`src/rtl/mbps_pkg.sv`:
```
`default_nettype none

package mbps_pkg;

    // configuration register indexes
    typedef enum logic [2:0] {
        CFG_PATTERN_LOWER = 3'd0,
        CFG_PATTERN_UPPER = 3'd1,
        CFG_CARE_MASK     = 3'd2,
        CFG_PATTERN_LEN   = 3'd3,
        CFG_BASE_ADDRESS  = 3'd4
    } cfg_index_t;

    // per-beat control shared by every cell of the window chain
    typedef struct packed {
        logic shift;
        logic clear;
    } cell_ctrl_t;

    // compare setup for one cell: pattern byte lined up with its tap distance
    typedef struct packed {
        logic       active;
        logic       care;
        logic [7:0] pattern;
    } cell_setup_t;

endpackage

`default_nettype wire

```
`src/rtl/mbps_cell.sv`:
```
`default_nettype none

module mbps_cell
(
    input  wire logic                 clk,
    input  wire logic                 rst_n,
    input  wire logic [7:0]           tap_in,
    input  wire mbps_pkg::cell_ctrl_t ctrl,
    input  wire mbps_pkg::cell_setup_t setup,
    output logic [7:0]                tap_out,
    output logic                      miss
);

    logic [7:0] byte_reg;
    logic [7:0] byte_next;

    // window byte: cleared at section end, takes the neighbour's byte on shift
    always_comb
    begin
        byte_next = byte_reg;
        if (ctrl.clear)
        begin
            byte_next = 8'd0;
        end
        else if (ctrl.shift)
        begin
            byte_next = tap_in;
        end
    end

    always_ff @(posedge clk or negedge rst_n)
    begin
        if (!rst_n)
        begin
            byte_reg <= 8'd0;
        end
        else
        begin
            byte_reg <= byte_next;
        end
    end

    assign tap_out = byte_reg;

    // mismatch on a cared-for position inside the pattern
    assign miss = setup.active && setup.care && (tap_in != setup.pattern);

endmodule

`default_nettype wire

```
`src/rtl/masked_byte_pattern_scan_core.sv`:
```
// Masked byte pattern scan over one data section.
// Input channel (in_valid/in_ready): one beat per section byte, data_byte with
// last_byte set on the final byte of the section. Output channel
// (out_valid/out_ready): at most one beat per section: found=1 with the match
// address when the pattern first matches, or found=0 on the last byte if no
// match occurred. Later bytes of a section after a match give no beat.
// Configuration: cfg_we/cfg_index/cfg_data, one register per write, no wait.
// Throughput: one byte per cycle unless a pending result holds in_ready low;
// the window is a chain of byte cells that shift each accepted byte before a
// match, clear on the last byte and compare in parallel with the pattern.
// A result is registered as its byte is accepted and held there until taken.
// While the receiver stalls with a result pending, in_ready is low; it rises
// again in the cycle the result is taken, so no bubble is lost.
// Reset clears the window, byte count and match flag, sets care mask to all
// ones and pattern length to one, and empties the output register.
`default_nettype none

module masked_byte_pattern_scan_core
#(
    parameter int MAX_PATTERN_BYTES = 16,
    parameter int OFFSET_BITS       = 32
)
(
    input  wire logic        clk,
    input  wire logic        rst_n,
    input  wire logic        in_valid,
    output logic             in_ready,
    input  wire logic [7:0]  data_byte,
    input  wire logic        last_byte,
    output logic             out_valid,
    input  wire logic        out_ready,
    output logic             found,
    output logic [63:0]      match_address,
    input  wire logic        cfg_we,
    input  wire logic [2:0]  cfg_index,
    input  wire logic [63:0] cfg_data
);

    localparam int LW = $clog2(MAX_PATTERN_BYTES + 1);

    // configuration registers
    logic [63:0] pattern_lower_reg;
    logic [63:0] pattern_upper_reg;
    logic [15:0] care_mask_reg;
    logic [4:0]  pattern_length_reg;
    logic [63:0] base_address_reg;

    always_ff @(posedge clk or negedge rst_n)
    begin
        if (!rst_n)
        begin
            pattern_lower_reg  <= 64'd0;
            pattern_upper_reg  <= 64'd0;
            care_mask_reg      <= 16'hFFFF;
            pattern_length_reg <= 5'd1;
            base_address_reg   <= 64'd0;
        end
        else if (cfg_we)
        begin
            unique case (mbps_pkg::cfg_index_t'(cfg_index))
                mbps_pkg::CFG_PATTERN_LOWER: pattern_lower_reg  <= cfg_data;
                mbps_pkg::CFG_PATTERN_UPPER: pattern_upper_reg  <= cfg_data;
                mbps_pkg::CFG_CARE_MASK:     care_mask_reg      <= cfg_data[15:0];
                mbps_pkg::CFG_PATTERN_LEN:   pattern_length_reg <= cfg_data[4:0];
                mbps_pkg::CFG_BASE_ADDRESS:  base_address_reg   <= cfg_data;
                default:                     ;
            endcase
        end
    end

    // effective pattern length, clamped to one .. MAX_PATTERN_BYTES
    logic [7:0]    plen_ext;
    logic [LW-1:0] len_eff;

    always_comb
    begin
        plen_ext = {3'd0, pattern_length_reg};
        if (plen_ext == 8'd0)
        begin
            len_eff = LW'(1);
        end
        else if (plen_ext > 8'(MAX_PATTERN_BYTES))
        begin
            len_eff = LW'(MAX_PATTERN_BYTES);
        end
        else
        begin
            len_eff = LW'(plen_ext);
        end
    end

    // scan state and handshake
    logic                   match_reported_reg;
    logic                   match_reported_next;
    logic [OFFSET_BITS-1:0] bytes_seen_reg;
    logic [OFFSET_BITS-1:0] bytes_seen_next;
    logic                   out_valid_reg;
    logic                   out_valid_next;
    logic                   found_reg;
    logic                   found_next;
    logic [63:0]            match_address_reg;
    logic [63:0]            match_address_next;

    logic                 accept;
    logic                 scanning;
    mbps_pkg::cell_ctrl_t ctrl;

    assign in_ready = !out_valid_reg || out_ready;
    assign accept   = in_valid && in_ready;
    assign scanning = accept && !match_reported_reg;

    assign ctrl.shift = scanning && !last_byte;
    assign ctrl.clear = accept && last_byte;

    // window chain: cell d compares the byte at distance d from the newest
    logic [7:0]                  tap   [MAX_PATTERN_BYTES+1];
    logic [MAX_PATTERN_BYTES-1:0] miss;
    mbps_pkg::cell_setup_t       setup [MAX_PATTERN_BYTES];
    logic [127:0]                pattern_all;

    assign tap[0]      = data_byte;
    assign pattern_all = {pattern_upper_reg, pattern_lower_reg};

    for (genvar d = 0; d < MAX_PATTERN_BYTES; d++)
    begin : g_cell
        logic [7:0] j;

        // pattern position lined up with this tap distance
        always_comb
        begin
            j                  = 8'(len_eff) - 8'd1 - 8'(d);
            setup[d].active    = (8'(d) < 8'(len_eff));
            setup[d].care      = 1'b0;
            setup[d].pattern   = 8'd0;
            if (j == 8'd0)
            begin
                setup[d].care    = 1'b1;
                setup[d].pattern = pattern_all[7:0];
            end
            else if (j < 8'd16)
            begin
                setup[d].care    = care_mask_reg[j[3:0]];
                setup[d].pattern = pattern_all[{j[3:0], 3'b000} +: 8];
            end
        end

        mbps_cell u_cell
        (
            .clk     (clk),
            .rst_n   (rst_n),
            .tap_in  (tap[d]),
            .ctrl    (ctrl),
            .setup   (setup[d]),
            .tap_out (tap[d+1]),
            .miss    (miss[d])
        );
    end

    // saturating byte count and match decision
    logic [OFFSET_BITS-1:0] count_after;
    logic [OFFSET_BITS-1:0] len_wide;
    logic                   hit;

    assign count_after = (&bytes_seen_reg) ? bytes_seen_reg
                                           : bytes_seen_reg + OFFSET_BITS'(1);
    assign len_wide    = OFFSET_BITS'(len_eff);
    assign hit         = (count_after >= len_wide) && (miss == '0);

    // next state and result register
    always_comb
    begin
        match_reported_next = match_reported_reg;
        bytes_seen_next     = bytes_seen_reg;
        out_valid_next      = out_valid_reg && !out_ready;
        found_next          = found_reg;
        match_address_next  = match_address_reg;

        if (scanning && (hit || last_byte))
        begin
            out_valid_next     = 1'b1;
            found_next         = hit;
            match_address_next = hit ? base_address_reg + 64'(count_after - len_wide)
                                     : 64'd0;
        end

        if (accept && last_byte)
        begin
            match_reported_next = 1'b0;
            bytes_seen_next     = '0;
        end
        else if (scanning)
        begin
            match_reported_next = hit;
            bytes_seen_next     = count_after;
        end
    end

    always_ff @(posedge clk or negedge rst_n)
    begin
        if (!rst_n)
        begin
            match_reported_reg <= 1'b0;
            bytes_seen_reg     <= '0;
            out_valid_reg      <= 1'b0;
        end
        else
        begin
            match_reported_reg <= match_reported_next;
            bytes_seen_reg     <= bytes_seen_next;
            out_valid_reg      <= out_valid_next;
        end
    end

    always_ff @(posedge clk)
    begin
        found_reg         <= found_next;
        match_address_reg <= match_address_next;
    end

    assign out_valid     = out_valid_reg;
    assign found         = found_reg;
    assign match_address = match_address_reg;

endmodule

`default_nettype wire

```
`config.mk`:
```
export PLATFORM = sky130hd
export DESIGN_NAME = masked_byte_pattern_scan_core
export DESIGN_NICKNAME = d
export VERILOG_FILES = /design/src/rtl/mbps_pkg.sv /design/src/rtl/mbps_cell.sv /design/src/rtl/masked_byte_pattern_scan_core.sv
export SDC_FILE = /design/constraint.sdc
export NUM_CORES = 1
export LEC_CHECK = 0
export ABC_CLOCK_PERIOD_IN_PS = 37200
export BUFFER_PORTS_ARGS = -buffer_cell sky130_fd_sc_hd__buf_2
export CAP_MARGIN = 20
export CORE_MARGIN = 5
export CORE_UTILIZATION = 55
export CTS_CLUSTER_SIZE = 12
export DETAILED_ROUTE_END_ITERATION = 16
export PLACE_DENSITY = 0.73
export SYNTH_ARGS = -nofsm -noshare
export SYNTH_HDL_FRONTEND = slang
export SYNTH_HIERARCHICAL = 1
export SYNTH_SLANG_ARGS = --single-unit
```
`constraint.sdc`:
```
create_clock -name clk -period 37.2 [get_ports clk]
set_input_delay 7.44 -clock clk [delete_from_list [all_inputs] [get_ports clk]]
set_output_delay 7.44 -clock clk [all_outputs]
set_load 0.1 [all_outputs]
```
==> impl_results.md <==
* Mapped Nets at ~3500
* Die area at about 63000 sq um
* Flop-to-flop setup slack at 26450 ps
* Num ports at 148
* GR Util All Layers at 0.344
* Worst-Margin Slew at roughly 1100 ps
* Clock skew at roughly 29 ps
* Delay-heaviest family, CP: buffers and inverters
* Final Hold Fails at 0
* Syn Area/Cell at 9.70 sq um
* Int Power at between 0.0015 and 0.002 W
* Global-route wire length before repair at 166 mm
* Max reg flops at between 100 and 150
* Starting Density at 0.555
* Vias in the first global route at 25700
* Worst reg2reg endpoint: match_address[55]
* Met3 Use GR at 0.0475
* Largest net degree at the start of global routing at approximately 150
* CTS H-tree depth at 2
* RSZ-0062 raised after global routing: false
* CP max-delay cell: buf_2
* # fillers at between 4000 and 5000
* Number of buffers created by CTS at just under 50
* Setup TNS at 0 ps
* Layout Cells excl Fill at between 4000 and 5000
* Setup Fix Bufs, Post-CTS at 0
* Max-cap viol count at 0
* Die Ht at 251 um
* WP data required at between 20000 and 30000 ps
* Max_slew headroom at 0.235
* Netlist Area Pre-Place at 31900 sq um
* Reg2reg path depth at 21
* Placed cells at approximately 4000
* Met2 Use GR at 0.553
* Cts repair resizes at 0
* Post-layout minimum cycle time at 15590 ps
* Row cnt at around 90
* CTS tree: done
* Final-stage net count at approximately 3500
* HP Class: reg2reg
* WL per Instance at approximately 27 um
* GRT overflow at 0
* Combinational share of power at 0.681
* Post-Route WL at roughly 110 mm
* DR DRC count at 0
* Max-slew violations at 0
* Layout cells sized above 1 at 0.179
* Area of the core at about 58000 sq um
* Vias per cell at 6.43
* Total power at 0.00365 W
* Synthesized instance count at roughly 3300
* VDD IR max at roughly 0.088 mV
* Crit path top cell by count: buf_2
* Worst-path clk slew at 60 ps
* Final setup viols at 0
* PwrDens at about 100 nW/um^2
* Initial antenna violation count at 2
* Sw frac at 0.538
* Sequential share of power at 0.182
* Critical-path cell list: buf_2, nand2b_1, buf_2
* Iteration-0 DRC Markers at roughly 2300
* Vias at 26600
* Leakage at 16.2 nW
* Routing usage on met1 at 0.458
* Initial DRT Pass Iterations at 6
* CTS root buffer: clkbuf_16
* Area Growth Syn to Fin at 8.94%
* Clock share of power at 0.137
* Antenna cells at 0
* HPWL after DPL at 86.8 mm
* Critical path endpoint category: primary output
* Min-Delay Path Depth at 1
* GRT busiest layer: met2
* Later-pin clock latency in the skew report at 620 ps
* P_sw at 0.00197 W
* CP arrival at about 8200 ps
* CTS Buffer Depth at 3
* Port Buffers at roughly 150
* Hold endpoint: base_address_reg[56]
* CTS hold repair buffers at 0
* CP Max Fanout at 5
* Crit-path max cell delay at ~460 ps
* Num Clock Sinks at about 430
* Fmax at about 64 MHz
* GPL Wtd Cong at 1.03
* Die W at roughly 250 um
* Worst path buffer plus inverter count at 2
* Hold Startpoint: base_address_reg[56]
* Worst r2r src: pattern_length_reg[4]
* Fin crit share at 0.419
* Synth warn at 6
* Status: finished clean
* DRT antenna net count at 0
* Worst setup SP type: input pin
* Critical path class: in2out
## power groups by stage
stage	combinational, W	clock [W]	sequential, W
2_1_floorplan	0.00159	0	0.000834
3_3_place_gp	0.00241	0	0.000664
3_5_place_dp	0.00243	0	0.000668
4_1_cts	0.00244	0.000510	0.000661
5_1_grt	0.00262	0.000530	0.000671
6_report	0.00249	0.000502	0.000663
## layout make-up
class	count	area [sq um]	share of cell area
well taps	765	957	0.0275
repair buffers	195	1120	0.0323
clock inverters	15	161	0.00464
clock buffers	73	1510	0.0434
multi-input cells	2609	19700	0.566
inverters	46	183	0.00525
flip-flops and latches	432	11200	0.321
## metrics by stage
stage | hold WS (ps) | cell area (sq um) | utilization | setup slack (ps)
after global routing | 526 | 34800 | 0.604 | 21580
final | 514 | 34800 | 0.604 | 21610
after floorplan | 487 | 31900 | - | 21510
after detailed placement | 502 | 33100 | 0.575 | 21620
after global placement | 496 | 33100 | 0.575 | 21620
after CTS | 518 | 34800 | 0.604 | 21620
## worst max-delay path by stage
stage / start / end / slack, ps / cells past startpoint
finish: out_ready / in_ready / 21610 / 3
detailed placement: out_ready / in_ready / 21620 / 3
global route: out_ready / in_ready / 21580 / 3
CTS: out_ready / in_ready / 21620 / 3
floorplan: out_ready / in_ready / 21510 / 1
global placement: out_ready / in_ready / 21620 / 3
## worst register-to-register path, cell delays in order, from the launching register on
cell,delay (ps)
dfrtp_1,780
inv_2,280
nand2_2,140
buf_4,610
ha_1,680
xnor2_2,330
buf_4,470
ha_1,920
mux2i_1,560
nor2_1,80
a211oi_1,280
xor2_1,110
nor4_1,750
a21oi_1,330
nor4_1,820
nand4_1,560
or4_1,610
or3_1,340
o211a_4,370
nor2b_1,340
nor3_2,240
buf_4,670
## cell usage in the layout, fill, tap and decap left out, drive strengths merged, types with 11 or more instances in the layout
master    n
nand2   303
clkbuf   73
o21ai   108
a21o     41
a22o     59
and2     12
o31ai    14
nand3    44
xor2    165
o21bai   11
ha       99
or3      15
and3     45
o211ai   11
nor4     44
nand4    30
clkinv   11
mux2i   499
a32o     16
dfstp    17
dfrtp   350
xnor2    76
a221oi   16
inv      47
a21oi   172
mux2    218
edfxtp   65
a31oi    20
nor3     29
a211oi   83
buf     195
nor2b    17
o22ai    11
nor2    343
## routing by layer
layer / vias up / share of wire
li1: 12000 / -
met1: 13200 / 0.42
met2: 1132 / 0.46
met3: 271 / 0.063
met4: 0 / 0.062
met5: - / 0
Power figures use the tool's default switching activity.
